## src/hdl/lchs_pkg.sv

```systemverilog
// Shared constants and types for the linear-to-CHS address converter.
`timescale 1ns / 1ps

package lchs_pkg;

  // Defaults
  localparam int SECTOR_BYTES_DEF = 512;
  localparam int DIV_STEP         = 4;    // quotient bits resolved per divider stage

  // Field widths
  localparam int OFFSET_W = 31;
  localparam int LIN_W    = 32;
  localparam int SPT_W    = 6;
  localparam int HEADS_W  = 8;
  localparam int CYLS_W   = 11;
  localparam int PART_W   = 31;
  localparam int DRIVE_W  = 8;
  localparam int CFG_IDX_W  = 3;
  localparam int CFG_DATA_W = 31;

  // Register reset values
  localparam logic [SPT_W-1:0]   SPT_RST   = 6'd63;
  localparam logic [HEADS_W-1:0] HEADS_RST = 8'd255;
  localparam logic [CYLS_W-1:0]  CYLS_RST  = 11'd1024;
  localparam logic [PART_W-1:0]  PART_RST  = '0;
  localparam logic [DRIVE_W-1:0] DRIVE_RST = 8'd128;

  typedef enum logic [CFG_IDX_W-1:0] {
    CFG_SPT   = 3'd0,
    CFG_HEADS = 3'd1,
    CFG_CYLS  = 3'd2,
    CFG_PART  = 3'd3,
    CFG_DRIVE = 3'd4
  } cfg_idx_t;

  typedef enum logic [1:0] {
    ST_OK        = 2'd0,
    ST_CYL_BIG   = 2'd1,
    ST_MEDIA_END = 2'd2
  } status_t;

endpackage

```

## src/hdl/lchs_div.sv

```systemverilog
// Pipelined restoring divider, DIV_STEP quotient bits per stage, with sideband.
`timescale 1ns / 1ps

module lchs_div #(
  parameter int NUM_W  = 32,
  parameter int DEN_W  = 8,
  parameter int SIDE_W = 1,
  parameter int STEP   = lchs_pkg::DIV_STEP
) (
  input  logic              clk,
  input  logic              rst_n,
  input  logic              in_valid,
  output logic              in_ready,
  input  logic [NUM_W-1:0]  in_num,
  input  logic [SIDE_W-1:0] in_side,
  input  logic [DEN_W-1:0]  den,
  output logic              out_valid,
  input  logic              out_ready,
  output logic [NUM_W-1:0]  out_quot,
  output logic [DEN_W-1:0]  out_rem,
  output logic [SIDE_W-1:0] out_side
);

  localparam int STAGES = (NUM_W + STEP - 1) / STEP;
  localparam int PAD_W  = STAGES * STEP;

  logic [STAGES-1:0] vld_r;
  logic [STAGES-1:0] en;
  logic [STAGES-1:0] v_src;
  logic [PAD_W-1:0]  q_r      [STAGES];
  logic [DEN_W-1:0]  rem_r    [STAGES];
  logic [SIDE_W-1:0] side_r   [STAGES];
  logic [PAD_W-1:0]  q_src    [STAGES];
  logic [DEN_W-1:0]  r_src    [STAGES];
  logic [SIDE_W-1:0] s_src    [STAGES];
  logic [PAD_W-1:0]  q_nxt    [STAGES];
  logic [DEN_W-1:0]  rem_nxt  [STAGES];

  // A stage may load when it is empty or its successor loads too.
  always_comb begin
    en[STAGES-1] = ~vld_r[STAGES-1] | out_ready;
    for (int s = STAGES - 2; s >= 0; s--) begin
      en[s] = ~vld_r[s] | en[s+1];
    end
  end

  assign in_ready = en[0];

  // First stage loads from the ports, the others from the stage before.
  always_comb begin
    q_src[0] = PAD_W'(in_num);
    r_src[0] = '0;
    v_src[0] = in_valid;
    s_src[0] = in_side;
    for (int s = 1; s < STAGES; s++) begin
      q_src[s] = q_r[s-1];
      r_src[s] = rem_r[s-1];
      v_src[s] = vld_r[s-1];
      s_src[s] = side_r[s-1];
    end
  end

  // Dividend bits shift out the top while quotient bits shift in below.
  always_comb begin
    logic [DEN_W:0]   trial;
    logic [PAD_W-1:0] q;
    logic [DEN_W-1:0] r;
    for (int s = 0; s < STAGES; s++) begin
      q     = q_src[s];
      r     = r_src[s];
      trial = '0;
      for (int k = 0; k < STEP; k++) begin
        trial = {r, q[PAD_W-1]};
        q     = {q[PAD_W-2:0], 1'b0};
        if (trial >= {1'b0, den}) begin
          trial = trial - {1'b0, den};
          q[0]  = 1'b1;
        end
        r = trial[DEN_W-1:0];
      end
      q_nxt[s]   = q;
      rem_nxt[s] = r;
    end
  end

  always_ff @(posedge clk) begin
    if (!rst_n) begin
      vld_r <= '0;
    end else begin
      for (int s = 0; s < STAGES; s++) begin
        if (en[s]) begin
          vld_r[s] <= v_src[s];
        end
      end
    end
  end

  always_ff @(posedge clk) begin
    for (int s = 0; s < STAGES; s++) begin
      if (en[s] && v_src[s]) begin
        q_r[s]    <= q_nxt[s];
        rem_r[s]  <= rem_nxt[s];
        side_r[s] <= s_src[s];
      end
    end
  end

  assign out_valid = vld_r[STAGES-1];
  assign out_quot  = q_r[STAGES-1][NUM_W-1:0];
  assign out_rem   = rem_r[STAGES-1];
  assign out_side  = side_r[STAGES-1];

  a_rem_below_den: assert property (@(posedge clk) disable iff (!rst_n)
    out_valid |-> (out_rem < den))
    else $error("divider remainder not below divisor");

  a_stall_only_when_full: assert property (@(posedge clk) disable iff (!rst_n)
    !in_ready |-> (&vld_r))
    else $error("divider refused input with a free stage");

  a_accept_lands: assert property (@(posedge clk) disable iff (!rst_n)
    (in_valid && in_ready) |=> vld_r[0])
    else $error("accepted transfer missing from first stage");

endmodule

```

## src/hdl/linear_to_chs_address.sv

```systemverilog
// Top level: byte offset to BIOS cylinder/head/sector address converter.
`timescale 1ns / 1ps

// Takes one byte offset per cycle and returns one packed CHS result per offset, in order.
// SECTOR_BYTES must be a power of two: the byte offset is shifted down to a sector number
// and the partition start is added in one register stage. The path is that add stage,
// two pipelined restoring dividers (by sectors per track, by head count) and one output
// register. Every divider stage resolves DIV_STEP quotient bits, so throughput is one
// item per clock; a stalled output fills empty stages before it holds off the input.
// Configuration (index 0 sectors per track, 1 heads, 2 cylinders, 3 partition start,
// 4 drive) is taken at any time but must only change while no transfer is in flight.
// A divisor of zero acts as 1.
module linear_to_chs_address #(
  parameter int SECTOR_BYTES = lchs_pkg::SECTOR_BYTES_DEF
) (
  input  logic                            clk,
  input  logic                            rst_n,
  input  logic                            cfg_valid,
  output logic                            cfg_ready,
  input  logic [lchs_pkg::CFG_IDX_W-1:0]  cfg_index,
  input  logic [lchs_pkg::CFG_DATA_W-1:0] cfg_data,
  input  logic                            in_valid,
  output logic                            in_ready,
  input  logic [lchs_pkg::OFFSET_W-1:0]   in_byte_offset,
  output logic                            out_valid,
  input  logic                            out_ready,
  output logic [1:0]                      out_status,
  output logic [7:0]                      out_drive,
  output logic [7:0]                      out_head,
  output logic [7:0]                      out_track_low,
  output logic [7:0]                      out_sector_packed,
  output logic                            out_sector_count
);

  localparam int SB_SHIFT = $clog2(SECTOR_BYTES);

  // Configuration registers
  logic [lchs_pkg::SPT_W-1:0]   spt_r;
  logic [lchs_pkg::HEADS_W-1:0] heads_r;
  logic [lchs_pkg::CYLS_W-1:0]  cyls_r;
  logic [lchs_pkg::PART_W-1:0]  part_r;
  logic [lchs_pkg::DRIVE_W-1:0] drive_r;

  assign cfg_ready = 1'b1;

  always_ff @(posedge clk) begin
    if (!rst_n) begin
      spt_r   <= lchs_pkg::SPT_RST;
      heads_r <= lchs_pkg::HEADS_RST;
      cyls_r  <= lchs_pkg::CYLS_RST;
      part_r  <= lchs_pkg::PART_RST;
      drive_r <= lchs_pkg::DRIVE_RST;
    end else if (cfg_valid) begin
      unique case (cfg_index)
        lchs_pkg::CFG_SPT:   spt_r   <= cfg_data[lchs_pkg::SPT_W-1:0];
        lchs_pkg::CFG_HEADS: heads_r <= cfg_data[lchs_pkg::HEADS_W-1:0];
        lchs_pkg::CFG_CYLS:  cyls_r  <= cfg_data[lchs_pkg::CYLS_W-1:0];
        lchs_pkg::CFG_PART:  part_r  <= cfg_data[lchs_pkg::PART_W-1:0];
        lchs_pkg::CFG_DRIVE: drive_r <= cfg_data[lchs_pkg::DRIVE_W-1:0];
        default: ;
      endcase
    end
  end

  logic [lchs_pkg::SPT_W-1:0]   spt_div;
  logic [lchs_pkg::HEADS_W-1:0] heads_div;

  assign spt_div   = (spt_r == '0)   ? lchs_pkg::SPT_W'(1)   : spt_r;
  assign heads_div = (heads_r == '0) ? lchs_pkg::HEADS_W'(1) : heads_r;

  // Byte offset -> sector number, plus partition start
  logic                       add_vld_r;
  logic [lchs_pkg::LIN_W-1:0] add_lin_r;
  logic                       d2_ready;

  assign in_ready = ~add_vld_r | d2_ready;

  always_ff @(posedge clk) begin
    if (!rst_n) begin
      add_vld_r <= 1'b0;
    end else if (in_ready) begin
      add_vld_r <= in_valid;
    end
  end

  always_ff @(posedge clk) begin
    if (in_ready && in_valid) begin
      add_lin_r <= lchs_pkg::LIN_W'(in_byte_offset >> SB_SHIFT) + lchs_pkg::LIN_W'(part_r);
    end
  end

  // Sector number -> track number, sector within track
  logic                       d2_valid;
  logic                       d3_ready;
  logic [lchs_pkg::LIN_W-1:0] d2_quot;
  logic [lchs_pkg::SPT_W-1:0] d2_rem;
  logic                       d2_tag;

  lchs_div #(
    .NUM_W  (lchs_pkg::LIN_W),
    .DEN_W  (lchs_pkg::SPT_W),
    .SIDE_W (1)
  ) u_div_spt (
    .clk       (clk),
    .rst_n     (rst_n),
    .in_valid  (add_vld_r),
    .in_ready  (d2_ready),
    .in_num    (add_lin_r),
    .in_side   (1'b1),
    .den       (spt_div),
    .out_valid (d2_valid),
    .out_ready (d3_ready),
    .out_quot  (d2_quot),
    .out_rem   (d2_rem),
    .out_side  (d2_tag)
  );

  // Track number -> cylinder, head; sector rides along
  logic                         d3_valid;
  logic                         d3_out_ready;
  logic [lchs_pkg::LIN_W-1:0]   cyl;
  logic [lchs_pkg::HEADS_W-1:0] head;
  logic [lchs_pkg::SPT_W-1:0]   sec0;

  lchs_div #(
    .NUM_W  (lchs_pkg::LIN_W),
    .DEN_W  (lchs_pkg::HEADS_W),
    .SIDE_W (lchs_pkg::SPT_W)
  ) u_div_heads (
    .clk       (clk),
    .rst_n     (rst_n),
    .in_valid  (d2_valid),
    .in_ready  (d3_ready),
    .in_num    (d2_quot),
    .in_side   (d2_rem),
    .den       (heads_div),
    .out_valid (d3_valid),
    .out_ready (d3_out_ready),
    .out_quot  (cyl),
    .out_rem   (head),
    .out_side  (sec0)
  );

  // Status and BIOS packing
  logic                     out_valid_r;
  lchs_pkg::status_t        status_nxt;
  logic [1:0]               status_r;
  logic [7:0]               drive_out_r;
  logic [7:0]               head_r;
  logic [7:0]               track_r;
  logic [7:0]               spack_r;
  logic [lchs_pkg::SPT_W-1:0] sec1;

  assign d3_out_ready = ~out_valid_r | out_ready;
  assign sec1         = sec0 + lchs_pkg::SPT_W'(1);   // remainder <= 62, no wrap

  always_comb begin
    priority if (|cyl[lchs_pkg::LIN_W-1:10]) begin
      status_nxt = lchs_pkg::ST_CYL_BIG;
    end else if ({1'b0, cyl[9:0]} >= cyls_r) begin
      status_nxt = lchs_pkg::ST_MEDIA_END;
    end else begin
      status_nxt = lchs_pkg::ST_OK;
    end
  end

  always_ff @(posedge clk) begin
    if (!rst_n) begin
      out_valid_r <= 1'b0;
    end else if (d3_out_ready) begin
      out_valid_r <= d3_valid;
    end
  end

  always_ff @(posedge clk) begin
    if (d3_out_ready && d3_valid) begin
      status_r    <= status_nxt;
      drive_out_r <= drive_r;
      if (status_nxt == lchs_pkg::ST_OK) begin
        head_r  <= head;
        track_r <= cyl[7:0];
        spack_r <= {cyl[9:8], sec1};
      end else begin
        head_r  <= '0;
        track_r <= '0;
        spack_r <= '0;
      end
    end
  end

  assign out_valid         = out_valid_r;
  assign out_status        = status_r;
  assign out_drive         = drive_out_r;
  assign out_head          = head_r;
  assign out_track_low     = track_r;
  assign out_sector_packed = spack_r;
  assign out_sector_count  = 1'b1;

  a_ok_sector_one_based: assert property (@(posedge clk) disable iff (!rst_n)
    (out_valid && (out_status == lchs_pkg::ST_OK)) |-> (out_sector_packed[5:0] != 6'd0))
    else $error("good address with sector zero");

  a_err_fields_zero: assert property (@(posedge clk) disable iff (!rst_n)
    (out_valid && (out_status != lchs_pkg::ST_OK))
      |-> ((out_head == 8'd0) && (out_track_low == 8'd0) && (out_sector_packed == 8'd0)))
    else $error("error result with address fields set");

  a_status_legal: assert property (@(posedge clk) disable iff (!rst_n)
    out_valid |-> (out_status <= lchs_pkg::ST_MEDIA_END))
    else $error("undefined status code");

  // valid bit and payload travel together through the first divider
  a_spt_tag: assert property (@(posedge clk) disable iff (!rst_n)
    d2_valid |-> d2_tag)
    else $error("sector divider output valid without loaded data");

endmodule
```

## config.mk

```make
export PLATFORM = sky130hd
export DESIGN_NAME = linear_to_chs_address
export DESIGN_NICKNAME = d
export VERILOG_FILES = /design/src/hdl/lchs_pkg.sv /design/src/hdl/lchs_div.sv /design/src/hdl/linear_to_chs_address.sv
export SDC_FILE = /design/constraint.sdc
export NUM_CORES = 2
export LEC_CHECK = 0
export ABC_AREA = 1
export BUFFER_PORTS_ARGS = -buffer_cell sky130_fd_sc_hd__buf_2
export CORE_ASPECT_RATIO = 0.75
export CORE_UTILIZATION = 40
export DETAILED_ROUTE_END_ITERATION = 8
export HOLD_SLACK_MARGIN = 0.1
export MAX_ROUTING_LAYER = met4
export RECOVER_POWER = 100
export SETUP_SLACK_MARGIN = 0.4
export SLEW_MARGIN = 25
export SYNTH_ARGS = -nofsm -noshare
export SYNTH_HDL_FRONTEND = slang
export SYNTH_SLANG_ARGS = --single-unit
export TNS_END_PERCENT = 50
```

## constraint.sdc

```tcl
create_clock -name clk -period 22.6 [get_ports clk]
set_input_delay 0 -clock clk [delete_from_list [all_inputs] [get_ports clk]]
set_output_delay 0 -clock clk [all_outputs]
set_load 0.03 [all_outputs]
```

## After elaboration in Yosys (flattened, before gate mapping)

Memory sizes are Yosys's and may differ from the RTL's. A register that Yosys moved wholly into a read port is not among the register bits.
Index checks and enable logic that the tools add are counted.

- Register bits after elaboration: 140
- RAM bits: 672
- Input port bits: 70
- Output and inout bits: 38
- Word-level logic and storage cells: 397
- Memories: 5

Memory list:

| name | words | bits a word | rd ports | clocked after Yosys merged registers in | wr ports | line | source |
|---|---|---|---|---|---|---|---|
| u_div_heads.q_r | 8 | 32 | 8 | 0 | 8 | lchs_div.sv:30 | `logic [PAD_W-1:0] q_r [STAGES];` |
| u_div_spt.q_r | 8 | 32 | 8 | 0 | 8 | lchs_div.sv:30 |  |
| u_div_heads.rem_r | 8 | 8 | 8 | 1 | 8 | lchs_div.sv:31 | `logic [DEN_W-1:0] rem_r [STAGES];` |
| u_div_heads.side_r | 8 | 6 | 8 | 0 | 8 | lchs_div.sv:32 | `logic [SIDE_W-1:0] side_r [STAGES];` |
| u_div_spt.rem_r | 8 | 6 | 8 | 0 | 8 | lchs_div.sv:31 |  |

- Add/subtract/negate cells: 66
- $lt $le $gt $ge: 65
- Eq/ne operators: 4
- Mux-type cells: 164
- Bitwise gates (word level): 36
- Reduce and logical (&&, ||, !) cells: 29

Operators by type and width:

| operator | count |
|---|---|
| $ge A9 B8 Y1 | 31 |
| $mux W8 | 33 |
| $sub A8 B8 Y8 | 31 |
| $ge A7 B6 Y1 | 31 |
| $mux W6 | 33 |
| $sub A6 B6 Y6 | 31 |
| $mux W1 | 96 |
| $add A22 B31 Y32 | 1 |
| $reduce_or A22 Y1 | 1 |
| $logic_and A1 B1 Y1 | 18 |
| $not A1 Y1 | 18 |
| $or A1 B1 Y1 | 18 |
| $ge A10 B11 Y1 | 1 |
| $reduce_and A2 Y1 | 5 |
| $ge A1 B8 Y1 | 1 |
| $logic_not A8 Y1 | 1 |
| $sub A1 B8 Y8 | 1 |
| $add A6 B1 Y6 const B | 1 |
| $eq A3 B2 Y1 const B | 2 |
| $ge A1 B6 Y1 | 1 |
| $logic_not A6 Y1 | 1 |
| $sub A1 B6 Y6 | 1 |
| $mux W2 | 2 |
| $eq A3 B1 Y1 const B | 1 |
| other kinds (4) | 4 |

## Longest topological paths before layout

- Depth after elaboration: 21
- Gate-level depth with buffers: 50
- Depth with buffers taken out: 49

## Modules after synthesis

A second synthesis with hierarchy kept.

- Cell total of the unflattened synthesis: 5931
- Area total of the unflattened synthesis: 53968.0 um^2

By module, submodules not included:

| module | times used | cells an instance | area each (um^2) | sequential area each (um^2) |
|---|---|---|---|---|
| lchs_div at u_div_heads | 1 | 2914 | 26107.5 | 11210.8 |
| lchs_div at u_div_spt | 1 | 2121 | 20772.4 | 9529.1 |
| linear_to_chs_address | 1 | 896 | 7088.0 | 3303.2 |

## Worst setup path after synthesis

No wires, ideal clock.

- Path type: register to register
- Start point: register heads_r[1] (netlist bit)
- End point: memory u_div_heads.rem_r[12][1] (netlist: u_div_heads.rem_r[3][1]) (data pin)
- Setup time: 252 ps
- Arrival: 7516 ps
- Required time: 22348 ps
- Path slack: 14832 ps
- Stages on the path, launching flop included: 41
- Path buffers: 3
- Clock period less this slack: 7768 ps
- Cell sequence: dfxtp_1 -> inv_1 -> a31o_2 -> ha_1 -> nand4_1 -> nor3_1 -> nor2_2 -> nand2_2 -> buf_6 -> nor2_1 -> a21oi_1 -> ha_1 -> a21oi_1 -> o21ai_2 -> a21o_1 -> a21oi_4 -> nand2_4 -> buf_6 -> [... 5 more ...] -> nand2_1 -> nand3_1 -> nand2_1 -> nand3_1 -> inv_1 -> nand3_4 -> buf_6 -> nand2_1 -> o21ai_2 -> ha_1 -> a21oi_1 -> nand2_1 -> nand2_1 -> o211ai_1 -> a221oi_1 -> nand3_4 -> nand2_1 -> nand2_1

RTL lines:

| what | line | source |
|---|---|---|
| from (decl) | linear_to_chs_address.sv:39 | `logic [lchs_pkg::HEADS_W-1:0] heads_r;` |
| from (signal assigned) | linear_to_chs_address.sv:49 | `heads_r <= lchs_pkg::HEADS_RST;` |
| from (signal assigned) | linear_to_chs_address.sv:56 | `lchs_pkg::CFG_HEADS: heads_r <= cfg_data[lchs_pkg::HEADS_W-1:0];` |
| to (decl) | lchs_div.sv:31 |  |

==> out/metrics.yaml <==
pre_cts_slack_ps: 14330
yosysMostFrequentCell: "nand2_1"
synth_compound_area_share_pct: 8.60
initial_core_util_pct: 40.5
setup_viol: 0
area_growth_pct: 11.1
synth_top_family_by_area: "simple AND/OR/NAND/NOR gates"
setup.worst_path.class: "reg -> reg"
slew_headroom_pct: -100
min-delay-start: "in_byte_offset[9]"
drive_gt1_share_pct: 6.87
drv_slew: 841
grt_overflow: 0
synth_seq_cells: 820
cts_buffer_depth: 3
hold_depth: 3
ys_seq_area_share_pct: 46.2
fin_skew_ps: 31.2
hold_class: "in -> reg"
cts_setup_buffers: 0
clockRootBuffer: "clkbuf_16"
reg2reg_slack_ps: 11320
cap_violations: 22
crit_path_end_kind: "flop"
cp.required_ps: 23020
grt_max_degree: 63
cp-start-kind: "flop"
synth_top_cell_area_share_pct: 43.0
wl_um: 126000
r2r_cells: 37
place_congestion: 0.898
antenna_found_initial: 4
synthSimpleGateAreaFrac_pct: 20.5
synthFlopType: "edfxtp_1"
avgSynthCellArea_sq_um: 9.52
power_density_nw_per_um2: 68.6
p_leak_nw: 25.5
synthCells: 5411
status: "complete, but fails checks"
worstReg2RegStart: "heads_r[2]$_SDFFE_PN1P_"
fin_crit_sh_pct: 49.9
final_area_sq_um: 57200
rows: 113
ys_types: 69
clock_sinks: 820
seq_area_sq_um: 23800
numCtsBuffers: 83
wl_per_cell_um: 17.0
ir_worst_vdd_v: 0.0000496
critPathSlowestCell: "clkbuf_1"
synth_common_cells: "1,268 x nand2_1, 738 x edfxtp_1, 682 x inv_1, 471 x ha_1, 358 x a21oi_1"
hold_path_end: "add_lin_r[0]$_DFFE_PP_"
rsz0062_at_grt: "no"
placed_area_sq_um: 54200
fp.dieArea_sq_um: 130000
insertion_delay_ps: 680
layout_setup_ws_ps: 11320
tritoncts: "done"
clk_pin_slew_ps: 60
drc: 0
grt_usage_pct: 19.8
yosys.area.top_type: "edfxtp_1"
hold_viol_final: 0
h-tree-depth: 3
failed_checks: "max-capacitance violations, max-slew violations"
synthTopCellsByArea: "edfxtp_1 43%, ha_1 11%, nand2_1 9.2%"
max_stage_delay_ps: 1800
grt_pass1_wl_um: 196000
ctsResizeCount: 0
cts_hold_buf: 97
r2r_end: "u_div_heads.rem_r[3][7]$_DFFE_PP_"
detail-route-antenna-nets: 0
synth_mux_area_share_pct: 0
path_max_fanout: 32
nets: 6287
async_flop_share_pct: 0
drt_iter0_drc: 2610
coreArea_sq_um: 127000
vias: 37300
post-route-min-period_ps: 11280
worstMarginPinSlew_ps: 3010
synth_adder_area_share_pct: 13.9
dr.pass1.iters: 6
cp.arrival_ps: 11710
io_pins: 108
io_buffers: 96
synth-xor-area-share_pct: 5.08
viasPerCell: 5.03
worst_path_most_repeated_cell: "nand2_1"
netlist_area_sq_um: 51500
synth-edff-count: 738
multiInputGateArea_sq_um: 24300
hpwlAfterDp_um: 92800
max_clock_freq_mhz: 88.6
fp.dieW_um: 416
die_h_um: 313
yosys_warnings: 0
grt_pass1_vias: 35300
fillers: 12100
final_util_pct: 45.0
tns_ps: 0
==> layout make-up <==
class / count / share of cell area, %
antenna: 1 / 0.00437
tap: 1667 / 3.64
clock buffer: 104 / 3.87
clock inverter: 48 / 0.984
multi-input combinational: 3843 / 42.4
timing repair buffer: 236 / 2.87
inverter: 699 / 4.60
sequential: 820 / 41.6
==> cell families (layout without fill, tap and decap cells) <==
family / Yosys count / after routing
simple gates: 2259 / 2259
flops: 820 / 820
buf+inv: 749 / 1087
other cells: 1 / 3
compound gates: 749 / 749
fa+ha+maj: 534 / 534
xor+xnor: 299 / 299
==> how the worst max path moves through the flow <==
stage	start	to	slack (ps)	depth (start not counted)
CTS	heads_r[1]$_SDFFE_PN1P_	u_div_heads.rem_r[3][0]$_DFFE_PP_	14350	38
finish	heads_r[2]$_SDFFE_PN1P_	u_div_heads.rem_r[3][7]$_DFFE_PP_	11320	37
floorplan	heads_r[1]$_SDFFE_PN1P_	u_div_heads.rem_r[3][1]$_DFFE_PP_	14830	40
global route	heads_r[2]$_SDFFE_PN1P_	u_div_heads.rem_r[3][7]$_DFFE_PP_	10310	39
detailed placement	heads_r[1]$_SDFFE_PN1P_	u_div_heads.rem_r[3][0]$_DFFE_PP_	14330	38
global placement	heads_r[1]$_SDFFE_PN1P_	u_div_heads.rem_r[5][3]$_DFFE_PP_	14440	41
==> routing by layer <==
layer  routed length (um)  GRT usage, %  part of all wire [%]
met1                60100          26.7                    48
met2                55800          30.6                    44
met3                 5950          2.87                   4.7
met4                 4420          6.63                   3.5
met5                    0             -                     0
==> worst max-delay path: cells and delay by family (launching register included) <==
| kind | cells | cell delay (ps) |
|---|---|---|
| buffers and inverters | 3 | 2030 |
| DFF | 1 | 310 |
| adders and majority gates | 4 | 1590 |
| AOI/OAI and AO/OA | 13 | 3940 |
| and+or+nand+nor | 17 | 3150 |
==> registers in the layout (all words and copies together) (netlist names), 11 cells and up <==
name                flops
u_div_spt.rem_r        48
part_r                 31
cyls_r                 11
u_div_heads.q_r       256
add_lin_r              32
u_div_heads.side_r     48
u_div_heads.rem_r      64
u_div_spt.q_r         256
==> layout by cell type, fill, tap and decap left out, types with 13 or more instances in the layout <==
master / Yosys / final
a21boi_0: 4 / 14
a21o_1: 20 / 20
a21oi_1: 358 / 365
a31oi_1: 18 / 22
buf_2: 2 / 58
buf_4: 12 / 21
clkbuf_1: 21 / 76
clkbuf_16: 0 / 84
clkinv_1: 1 / 17
dfxtp_1: 82 / 81
dlygate4sd3_1: 0 / 97
edfxtp_1: 738 / 738
fa_1: 63 / 63
ha_1: 471 / 471
inv_1: 682 / 675
inv_2: 13 / 13
nand2_1: 1268 / 1288
nand2_2: 42 / 29
nand3_1: 354 / 379
nand3_2: 38 / 24
nand3_4: 35 / 24
nand3b_1: 17 / 17
nand4_1: 79 / 81
nor2_1: 282 / 285
nor2_4: 12 / 15
nor3_1: 40 / 42
o211ai_1: 29 / 29
o21ai_0: 157 / 181
o21ai_1: 41 / 25
o21ai_2: 22 / 14
o21bai_1: 27 / 27
xnor2_1: 89 / 89
xor2_1: 210 / 210
==> per-stage QoR <==
| stage | power, mW | cells | hold WS, ps |
|---|---|---|---|
| final | 3.92 | 7418 | 227 |
| after floorplan | 2.37 | 5412 | 113 |
| after global placement | 2.53 | 7168 | 278 |
| after CTS | 3.98 | 7417 | 175 |
| after detailed placement | 2.54 | 7168 | 287 |
| after global routing | 4.13 | 7417 | 227 |
==> power by group <==
group          internal [mW]  switching, mW
Combinational          0.293          0.523
Sequential              1.69        0.00909
Clock                  0.800          0.613
Note: power is estimated with default switching activity, not from simulation.
